`config.mk`:
```
export PLATFORM = sky130hd
export DESIGN_NAME = linear_seam_feather_blend_flat
export DESIGN_NICKNAME = d
export VERILOG_FILES = /design/src/rtl/lsfb_pkg.sv /design/src/rtl/lsfb_in_if.sv /design/src/rtl/lsfb_out_if.sv /design/src/rtl/linear_seam_feather_blend.sv /design/src/rtl/lsfb_front.sv /design/src/rtl/lsfb_mac.sv /design/src/rtl/lsfb_div_step.sv /design/src/flat_wrapper.sv
export SDC_FILE = /design/constraint.sdc
export NUM_CORES = 2
export LEC_CHECK = 0
export BUFFER_PORTS_ARGS = -buffer_cell sky130_fd_sc_hd__clkbuf_2
export CORE_ASPECT_RATIO = 1.2
export CORE_UTILIZATION = 35
export DETAILED_ROUTE_END_ITERATION = 16
export GPL_TIMING_DRIVEN = 0
export PLACE_DENSITY = 0.56
export RECOVER_POWER = 100
export SLEW_MARGIN = 20
export SYNTH_ARGS = -nofsm -noshare
export SYNTH_HDL_FRONTEND = slang
export SYNTH_SLANG_ARGS = --single-unit
```
`constraint.sdc`:
```
create_clock -name clk_i -period 11.3 [get_ports clk_i]
set_input_delay 2.26 -clock clk_i [delete_from_list [all_inputs] [get_ports clk_i]]
set_output_delay 2.26 -clock clk_i [all_outputs]
set_load 0.01 [all_outputs]
```
`src/rtl/lsfb_pkg.sv`:
```
// shared widths, constants and stage payload types of the seam feather blend
package lsfb_pkg;

  localparam int unsigned PIX_W     = 8;
  localparam int unsigned NUM_CH    = 3;
  localparam int unsigned COL_W     = 12;
  localparam int unsigned CFG_W     = 13;
  localparam int unsigned ACC_W     = 20;
  localparam int unsigned QUO_W     = 8;
  localparam int unsigned MAX_WIDTH = 4096;
  localparam int unsigned DATA_W    = 32;
  localparam int unsigned ADDR_W    = 3;

  localparam logic REG_OVERLAP_START = 1'b0;
  localparam logic REG_IMAGE_WIDTH   = 1'b1;

  typedef logic [NUM_CH-1:0][PIX_W-1:0] lsfb_px_t;

  typedef struct packed {
    logic [CFG_W-1:0] overlap_start_raw;
    logic [CFG_W-1:0] image_width;
  } lsfb_cfg_t;

  typedef struct packed {
    logic             in_range;
    logic             black;
    lsfb_px_t         first_px;
    lsfb_px_t         second_px;
    logic [COL_W-1:0] k;
    logic [CFG_W-1:0] wmk;
    logic [CFG_W-1:0] w;
  } lsfb_setup_t;

  typedef struct packed {
    logic                         in_range;
    logic                         black;
    lsfb_px_t                     first_px;
    logic [CFG_W-1:0]             w;
    logic [NUM_CH-1:0][ACC_W-1:0] rem;
    logic [NUM_CH-1:0][QUO_W-1:0] quo;
  } lsfb_div_t;

endpackage

```
`src/rtl/lsfb_in_if.sv`:
```
// input channel: column and the two source pixels
interface lsfb_in_if;
  import lsfb_pkg::*;

  logic             valid;
  logic             ready;
  logic [COL_W-1:0] column;
  logic [PIX_W-1:0] first_c0;
  logic [PIX_W-1:0] first_c1;
  logic [PIX_W-1:0] first_c2;
  logic [PIX_W-1:0] second_c0;
  logic [PIX_W-1:0] second_c1;
  logic [PIX_W-1:0] second_c2;

  modport source (
    output valid, column, first_c0, first_c1, first_c2, second_c0, second_c1, second_c2,
    input  ready
  );

  modport sink (
    input  valid, column, first_c0, first_c1, first_c2, second_c0, second_c1, second_c2,
    output ready
  );
endinterface

```
`src/rtl/lsfb_out_if.sv`:
```
// output channel: blended pixel and write enable
interface lsfb_out_if;
  import lsfb_pkg::*;

  logic             valid;
  logic             ready;
  logic [PIX_W-1:0] blend_c0;
  logic [PIX_W-1:0] blend_c1;
  logic [PIX_W-1:0] blend_c2;
  logic             write_enable;

  modport source (
    output valid, blend_c0, blend_c1, blend_c2, write_enable,
    input  ready
  );

  modport sink (
    input  valid, blend_c0, blend_c1, blend_c2, write_enable,
    output ready
  );
endinterface

```
`src/rtl/linear_seam_feather_blend.sv`:
```
// top level of the linear seam feather blend pipeline
//
// in_i carries one item per pixel: column index, reference pixel and warped
// pixel. out_o returns exactly one item per input item, in order: three
// blended channels and write_enable, which is high when the column lies in
// [max(overlap_start_raw, 0), image_width). Outside that range the channels
// are zero; a black warped pixel passes the reference pixel through.
// The APB port holds overlap_start_raw at address 0 and image_width at
// address 4; write them only while no item is in flight.
// Throughput is one item per clock while out_o.ready stays high. From acceptance
// to out_o.valid an item passes one setup stage, one multiply-add stage, eight
// restoring division steps (one quotient bit each) and the output register.
// When the receiver holds out_o.ready low, each stage keeps its item and
// empty stages further up still fill, so in_i.ready drops only once the
// whole pipeline is full. Reset empties the pipeline and loads start 0 and
// width 4096.
module linear_seam_feather_blend (
  input  logic                          clk_i,
  input  logic                          rst_ni,
  lsfb_in_if.sink                       in_i,
  lsfb_out_if.source                    out_o,
  input  logic                          psel,
  input  logic                          penable,
  input  logic                          pwrite,
  input  logic [lsfb_pkg::ADDR_W-1:0]   paddr,
  input  logic [lsfb_pkg::DATA_W-1:0]   pwdata,
  output logic [lsfb_pkg::DATA_W-1:0]   prdata,
  output logic                          pready
);
  import lsfb_pkg::*;

  localparam int unsigned NUM_STAGES = QUO_W + 3;

  lsfb_cfg_t              cfg_q;
  logic                   cfg_we;
  logic [NUM_STAGES-1:0]  valid_q;
  logic [NUM_STAGES-1:0]  valid_d;
  logic [NUM_STAGES-1:0]  en;
  lsfb_px_t               first_px;
  lsfb_px_t               second_px;
  lsfb_setup_t            setup;
  lsfb_div_t              div_chain [QUO_W+1];
  lsfb_div_t              last;
  logic [PIX_W-1:0]       blend_q [NUM_CH];
  logic [PIX_W-1:0]       blend_d [NUM_CH];
  logic                   we_q;
  logic                   we_d;

  // configuration registers
  assign pready = 1'b1;
  assign cfg_we = psel && penable && pwrite && pready;

  always_ff @(posedge clk_i or negedge rst_ni) begin
    if (!rst_ni) begin
      cfg_q.overlap_start_raw <= '0;
      cfg_q.image_width       <= CFG_W'(4096);
    end else if (cfg_we) begin
      case (paddr[2])
        REG_OVERLAP_START: cfg_q.overlap_start_raw <= pwdata[CFG_W-1:0];
        REG_IMAGE_WIDTH:   cfg_q.image_width       <= pwdata[CFG_W-1:0];
        default: ;
      endcase
    end
  end

  always_comb begin
    case (paddr[2])
      REG_OVERLAP_START: prdata = DATA_W'(cfg_q.overlap_start_raw);
      REG_IMAGE_WIDTH:   prdata = DATA_W'(cfg_q.image_width);
      default:           prdata = '0;
    endcase
  end

  // stage enables: a stage loads when it is empty or its item moves on
  always_comb begin
    en[NUM_STAGES-1] = !valid_q[NUM_STAGES-1] || out_o.ready;
    for (int s = NUM_STAGES - 2; s >= 0; s--) begin
      en[s] = !valid_q[s] || en[s+1];
    end
    valid_d[0] = in_i.valid;
    for (int s = 1; s < NUM_STAGES; s++) begin
      valid_d[s] = valid_q[s-1];
    end
  end

  assign in_i.ready = en[0];

  always_ff @(posedge clk_i or negedge rst_ni) begin
    if (!rst_ni) begin
      valid_q <= '0;
    end else begin
      for (int s = 0; s < NUM_STAGES; s++) begin
        if (en[s]) begin
          valid_q[s] <= valid_d[s];
        end
      end
    end
  end

  assign first_px  = {in_i.first_c2, in_i.first_c1, in_i.first_c0};
  assign second_px = {in_i.second_c2, in_i.second_c1, in_i.second_c0};

  lsfb_front u_front (
    .clk_i    (clk_i),
    .en_i     (en[0]),
    .cfg_i    (cfg_q),
    .column_i (in_i.column),
    .first_i  (first_px),
    .second_i (second_px),
    .setup_o  (setup)
  );

  lsfb_mac u_mac (
    .clk_i   (clk_i),
    .en_i    (en[1]),
    .setup_i (setup),
    .div_o   (div_chain[0])
  );

  for (genvar i = 0; i < QUO_W; i++) begin : g_div
    lsfb_div_step #(
      .STEP_BIT (QUO_W - 1 - i)
    ) u_step (
      .clk_i (clk_i),
      .en_i  (en[i+2]),
      .div_i (div_chain[i]),
      .div_o (div_chain[i+1])
    );
  end

  assign last = div_chain[QUO_W];

  // output register
  always_comb begin
    we_d = last.in_range;
    for (int c = 0; c < NUM_CH; c++) begin
      if (!last.in_range) begin
        blend_d[c] = '0;
      end else if (last.black) begin
        blend_d[c] = last.first_px[c];
      end else begin
        blend_d[c] = last.quo[c];
      end
    end
  end

  always_ff @(posedge clk_i) begin
    if (en[NUM_STAGES-1]) begin
      we_q <= we_d;
      for (int c = 0; c < NUM_CH; c++) begin
        blend_q[c] <= blend_d[c];
      end
    end
  end

  assign out_o.valid        = valid_q[NUM_STAGES-1];
  assign out_o.blend_c0     = blend_q[0];
  assign out_o.blend_c1     = blend_q[1];
  assign out_o.blend_c2     = blend_q[2];
  assign out_o.write_enable = we_q;
endmodule

```
`src/rtl/lsfb_front.sv`:
```
// first stage: overlap bounds, column offset and black pixel test
module lsfb_front (
  input  logic                                clk_i,
  input  logic                                en_i,
  input  lsfb_pkg::lsfb_cfg_t                 cfg_i,
  input  logic [lsfb_pkg::COL_W-1:0]          column_i,
  input  lsfb_pkg::lsfb_px_t                  first_i,
  input  lsfb_pkg::lsfb_px_t                  second_i,
  output lsfb_pkg::lsfb_setup_t               setup_o
);
  import lsfb_pkg::*;

  logic [COL_W-1:0] start;
  logic [CFG_W-1:0] width_sat;
  lsfb_setup_t      setup_d;
  lsfb_setup_t      setup_q;

  always_comb begin
    start     = cfg_i.overlap_start_raw[CFG_W-1] ? '0 : cfg_i.overlap_start_raw[COL_W-1:0];
    width_sat = (cfg_i.image_width > CFG_W'(MAX_WIDTH)) ? CFG_W'(MAX_WIDTH) : cfg_i.image_width;

    setup_d.in_range  = (column_i >= start) && ({1'b0, column_i} < width_sat);
    setup_d.black     = (second_i == '0);
    setup_d.first_px  = first_i;
    setup_d.second_px = second_i;
    setup_d.k         = column_i - start;
    setup_d.wmk       = width_sat - {1'b0, column_i};
    setup_d.w         = width_sat - {1'b0, start};
  end

  always_ff @(posedge clk_i) begin
    if (en_i) begin
      setup_q <= setup_d;
    end
  end

  assign setup_o = setup_q;
endmodule

```
`src/rtl/lsfb_mac.sv`:
```
// second stage: weighted sum of the two pixels per channel
module lsfb_mac (
  input  logic                  clk_i,
  input  logic                  en_i,
  input  lsfb_pkg::lsfb_setup_t setup_i,
  output lsfb_pkg::lsfb_div_t   div_o
);
  import lsfb_pkg::*;

  lsfb_div_t div_d;
  lsfb_div_t div_q;

  always_comb begin
    div_d.in_range = setup_i.in_range;
    div_d.black    = setup_i.black;
    div_d.first_px = setup_i.first_px;
    div_d.w        = setup_i.w;
    div_d.quo      = '0;
    for (int c = 0; c < NUM_CH; c++) begin
      div_d.rem[c] = ACC_W'(setup_i.first_px[c]) * ACC_W'(setup_i.wmk)
                   + ACC_W'(setup_i.second_px[c]) * ACC_W'(setup_i.k);
    end
  end

  always_ff @(posedge clk_i) begin
    if (en_i) begin
      div_q <= div_d;
    end
  end

  assign div_o = div_q;
endmodule

```
`src/rtl/lsfb_div_step.sv`:
```
// one restoring division step, one quotient bit for each channel
module lsfb_div_step #(
  parameter int unsigned STEP_BIT = 7
) (
  input  logic                clk_i,
  input  logic                en_i,
  input  lsfb_pkg::lsfb_div_t div_i,
  output lsfb_pkg::lsfb_div_t div_o
);
  import lsfb_pkg::*;

  localparam int unsigned DVS_W = ACC_W + 1;

  logic [DVS_W-1:0] dvs;
  logic [DVS_W-1:0] diff;
  lsfb_div_t        div_d;
  lsfb_div_t        div_q;

  always_comb begin
    dvs   = DVS_W'(div_i.w) << STEP_BIT;
    div_d = div_i;
    diff  = '0;
    for (int c = 0; c < NUM_CH; c++) begin
      diff = {1'b0, div_i.rem[c]} - dvs;
      if ({1'b0, div_i.rem[c]} >= dvs) begin
        div_d.rem[c]           = diff[ACC_W-1:0];
        div_d.quo[c][STEP_BIT] = 1'b1;
      end
    end
  end

  always_ff @(posedge clk_i) begin
    if (en_i) begin
      div_q <= div_d;
    end
  end

  assign div_o = div_q;
endmodule

```
`src/flat_wrapper.sv`:
```
// flat-port wrapper written by rule: the top's interface ports become plain ports
module linear_seam_feather_blend_flat import lsfb_pkg::*;
  (clk_i, rst_ni, psel, penable, pwrite, paddr, pwdata, prdata, pready, in_i_valid, in_i_column, in_i_first_c0, in_i_first_c1, in_i_first_c2, in_i_second_c0, in_i_second_c1, in_i_second_c2, in_i_ready, out_o_valid, out_o_blend_c0, out_o_blend_c1, out_o_blend_c2, out_o_write_enable, out_o_ready);
  lsfb_in_if in_i_i ();
  lsfb_out_if out_o_i ();
  input  logic clk_i;
  input  logic rst_ni;
  input  logic psel;
  input  logic penable;
  input  logic pwrite;
  input  logic [lsfb_pkg::ADDR_W-1:0] paddr;
  input  logic [lsfb_pkg::DATA_W-1:0] pwdata;
  output logic [lsfb_pkg::DATA_W-1:0] prdata;
  output logic pready;
  input wire logic [$bits(in_i_i.valid)-1:0] in_i_valid;
  input wire logic [$bits(in_i_i.column)-1:0] in_i_column;
  input wire logic [$bits(in_i_i.first_c0)-1:0] in_i_first_c0;
  input wire logic [$bits(in_i_i.first_c1)-1:0] in_i_first_c1;
  input wire logic [$bits(in_i_i.first_c2)-1:0] in_i_first_c2;
  input wire logic [$bits(in_i_i.second_c0)-1:0] in_i_second_c0;
  input wire logic [$bits(in_i_i.second_c1)-1:0] in_i_second_c1;
  input wire logic [$bits(in_i_i.second_c2)-1:0] in_i_second_c2;
  output wire logic [$bits(in_i_i.ready)-1:0] in_i_ready;
  output wire logic [$bits(out_o_i.valid)-1:0] out_o_valid;
  output wire logic [$bits(out_o_i.blend_c0)-1:0] out_o_blend_c0;
  output wire logic [$bits(out_o_i.blend_c1)-1:0] out_o_blend_c1;
  output wire logic [$bits(out_o_i.blend_c2)-1:0] out_o_blend_c2;
  output wire logic [$bits(out_o_i.write_enable)-1:0] out_o_write_enable;
  input wire logic [$bits(out_o_i.ready)-1:0] out_o_ready;
  assign in_i_i.valid = in_i_valid;
  assign in_i_i.column = in_i_column;
  assign in_i_i.first_c0 = in_i_first_c0;
  assign in_i_i.first_c1 = in_i_first_c1;
  assign in_i_i.first_c2 = in_i_first_c2;
  assign in_i_i.second_c0 = in_i_second_c0;
  assign in_i_i.second_c1 = in_i_second_c1;
  assign in_i_i.second_c2 = in_i_second_c2;
  assign in_i_ready = in_i_i.ready;
  assign out_o_valid = out_o_i.valid;
  assign out_o_blend_c0 = out_o_i.blend_c0;
  assign out_o_blend_c1 = out_o_i.blend_c1;
  assign out_o_blend_c2 = out_o_i.blend_c2;
  assign out_o_write_enable = out_o_i.write_enable;
  assign out_o_i.ready = out_o_ready;
  linear_seam_feather_blend u_core (.clk_i(clk_i), .rst_ni(rst_ni), .in_i(in_i_i), .out_o(out_o_i), .psel(psel), .penable(penable), .pwrite(pwrite), .paddr(paddr), .pwdata(pwdata), .prdata(prdata), .pready(pready));
endmodule
```
==> metrics.cfg <==
[outcome]
status = complete, but fails checks
violations = capacitance limit, slew limit

[clock_network]
clk-insertion-delay-late_ps = 770
cts_inserted_buffers = 116
cts_max_path_buffers = 3
ctsHoldBuffers = 0
cts-root-buf = clkbuf_16
cts_tree = yes
clock_sinks = 1076
htree_levels = 3
cts_setup_buffers = 0
clk_pin_slew_worst_paths_ps = 60
cts-resized-gates = 0

[global_route]
grt_max_degree = 86
grt_first_pass_wirelength_um = 280900
antenna_found_initial = 6
grt_use_total_pct = 17.91
use_met2_pct = 32.39
busiest_layer = met2
grt.overflow.total = 0
grt_pass1_vias = 47040
met3_usage_pct = 2.074
use_met1_pct = 20.20

[placement]
io_buffers = 120
gp_congestion = 0.9210
place.detailed.hpwl_um = 150700
place_area_um2 = 76150

[worst_setup_path]
critPathRequiredTime_ps = 9040
cp-end-kind = output pin
worstPathArrival_ps = 6830
path_cells = clkbuf_2, nor2b_1, nand2_1, nor2_1, nand2_4, nor2_1, nand3_1, buf_16, buf_16, clkbuf_1
cp-start-kind = primary input
crit_path_max_incr_delay_ps = 1350
rr_startpoint = u_core.valid_q[10]
worstSetupPathType = primary input to output pin
crit_start = out_o_ready
cp_slowest_cell = nand2_1
path_max_fanout = 52

[synthesis]
ys_ff_latch = 1076
synth_edf_count = 1039
yosysWarnings = 0
ys.flop_type = edfxtp_1
syn_area_um2 = 71590
ys_types = 87
synthCells = 6162
syn_avg_cell_area_um2 = 11.62
async_flop_share_pct = 3.439
yosysSeqAreaShare_pct = 44.88

[worst_hold_path]
hold_path.class = flip-flop to flip-flop
min_from = u_core.g_div[0].u_step.div_o[97]

[floorplanning]
die_h_um = 497.4
die-area_um2 = 206400
pin_count = 162
core_area_um2 = 202900
die_x_um = 414.9
rows = 181
start_util_pct = 35.28

[timing]
setup_viol = 0
rsz0062_at_grt = false
clock.fmax_mhz = 110.0
drv_slew = 603
skew_ps = 52.97
min_period_over_period_pct = 80.44
period_needed_ps = 9090
slew-limit-headroom_pct = -180.0
final_hold_viol_count = 0
tightest_slew_ps = 4200

[finish]
area_delta_synth_final_pct = 11.08
finalInstanceArea_um2 = 79520
final_nets = 7592
fillers = 19540
layout-drive-gt1-share_pct = 5.577

[detailed_routing]
drtPass1Iterations = 5
drcViolationCount = 0
drt_iter0_drc = 2501
vias = 45030
wl_per_cell_um = 20.12
ant_nets = 0
routed_wl_um = 185100
viasPerCell = 4.895

[flow_run]
max-cap-violations = 12

[critical path: cells and delay by family]
kind	cells	cell delay, ps
simple gates	6	3600
buf+inv	4	840
[per-stage QoR]
stage / utilization, % / TNS (ps) / hold slack, ps / setup slack, ps / cells
finish: 39.19 / 0 / 383.2 / 2210 / 9200
global route: 39.19 / 0 / 384.0 / 1383 / 9199
CTS: 39.45 / 0 / 372.3 / 2949 / 9198
detailed placement: 37.53 / 0 / 404.5 / 2949 / 8981
global placement: 37.25 / -434420 / 400.8 / -4201 / 8953
floorplan: - / 0 / 400.3 / 298.0 / 6180
[cell type report]
cell class	instances	area [um2]	share of cell area (%)
Inverter	819	3077	3.869
Antenna cell	2	5.005	0.006294
Sequential cell	1076	32130	40.40
Clock inverter	84	928.4	1.167
Tap cell	2653	3319	4.174
Multi-Input combinational cell	4111	35670	44.85
Timing Repair Buffer	148	703.2	0.8843
Buffer	174	728.2	0.9157
Clock buffer	133	2967	3.731
[Yosys cell counts, drive strengths merged, types with 10 or more instances]
library cell | number | share of area [%]
a21o | 134 | 1.4
xnor2 | 211 | 2.6
nor4 | 48 | 0.42
o21bai | 21 | 0.22
a21boi | 18 | 0.19
o31ai | 36 | 0.39
xor2 | 122 | 1.5
nor2b | 105 | 0.93
or4 | 10 | 0.10
ha | 549 | 9.6
a211oi | 25 | 0.28
or2 | 18 | 0.16
nand3 | 57 | 0.40
o21ai | 259 | 1.8
a41oi | 10 | 0.12
mux2i | 50 | 0.70
nand4 | 38 | 0.33
and2 | 320 | 2.8
a2111oi | 11 | 0.14
nand2b | 81 | 0.71
clkbuf | 138 | 0.72
nor3 | 55 | 0.38
a31oi | 40 | 0.36
buf | 36 | 0.32
nor2 | 199 | 1.0
and3 | 29 | 0.25
a211o | 26 | 0.32
inv | 819 | 4.3
or3 | 22 | 0.19
edfxtp | 1039 | 44
mux2 | 118 | 1.9
o21a | 56 | 0.59
o211ai | 16 | 0.17
a21oi | 251 | 1.8
dfrtp | 36 | 1.3
fa | 495 | 14
nor4b | 13 | 0.16
nand2 | 554 | 2.9
[state kept, by name, summed over array words and instances, names as in the netlist]
name                       flops
u_core.g_div.u_step.div_o    827
u_core.out_o.write_enable      1
u_core.blend_q                24
u_core.cfg_q                  26
u_core.u_mac.div_o            99
u_core.u_front.setup_o        88
u_core.valid_q                11
[cell usage in the layout (no fill, tap or decap), drive strengths merged, types with 122 or more instances in the layout]
cell	instances
xnor2	211
o21ai	259
fa	495
a21oi	251
xor2	122
inv	822
edfxtp	1039
nand2	554
ha	549
nor2	199
clkbuf	430
and2	320
a21o	134
[layer usage]
metal  vias up  wire length, um
met4         0            12230
met5         -                0
met2       901            94100
met3       358             6004
li1      21750                -
met1     22030            72780
[cell families after synthesis]
group                    Yosys count  share of synthesized area [%]
multiplexers                     168                          2.555
XOR/XNOR                         333                          4.074
adder cells (fa/ha/maj)         1044                          23.44
AO/OA/AOI/OAI                    960                          8.471
buffers and inverters            993                          5.338
other                              2                        0.01049
flip-flops                      1076                          44.88
AND/OR/NAND/NOR                 1586                          11.24
[worst paths after layout]
kind                       slack, ps  depth (start not counted)                               end
setup / recovery                2210                         10                        in_i_ready
max in group asynchronous       7220                          1                 u_core.valid_q[1]
hold reg to reg                  380                          0  u_core.g_div[1].u_step.div_o[97]
hold / removal                   380                          0  u_core.g_div[1].u_step.div_o[97]
min in group asynchronous       2430                          1                   u_core.cfg_q[9]
setup reg to reg                3400                         12  u_core.g_div[1].u_step.div_o[55]
Power is not shown: default switching activity piles up to over one toggle a cycle in this logic, so the estimate is an artifact.
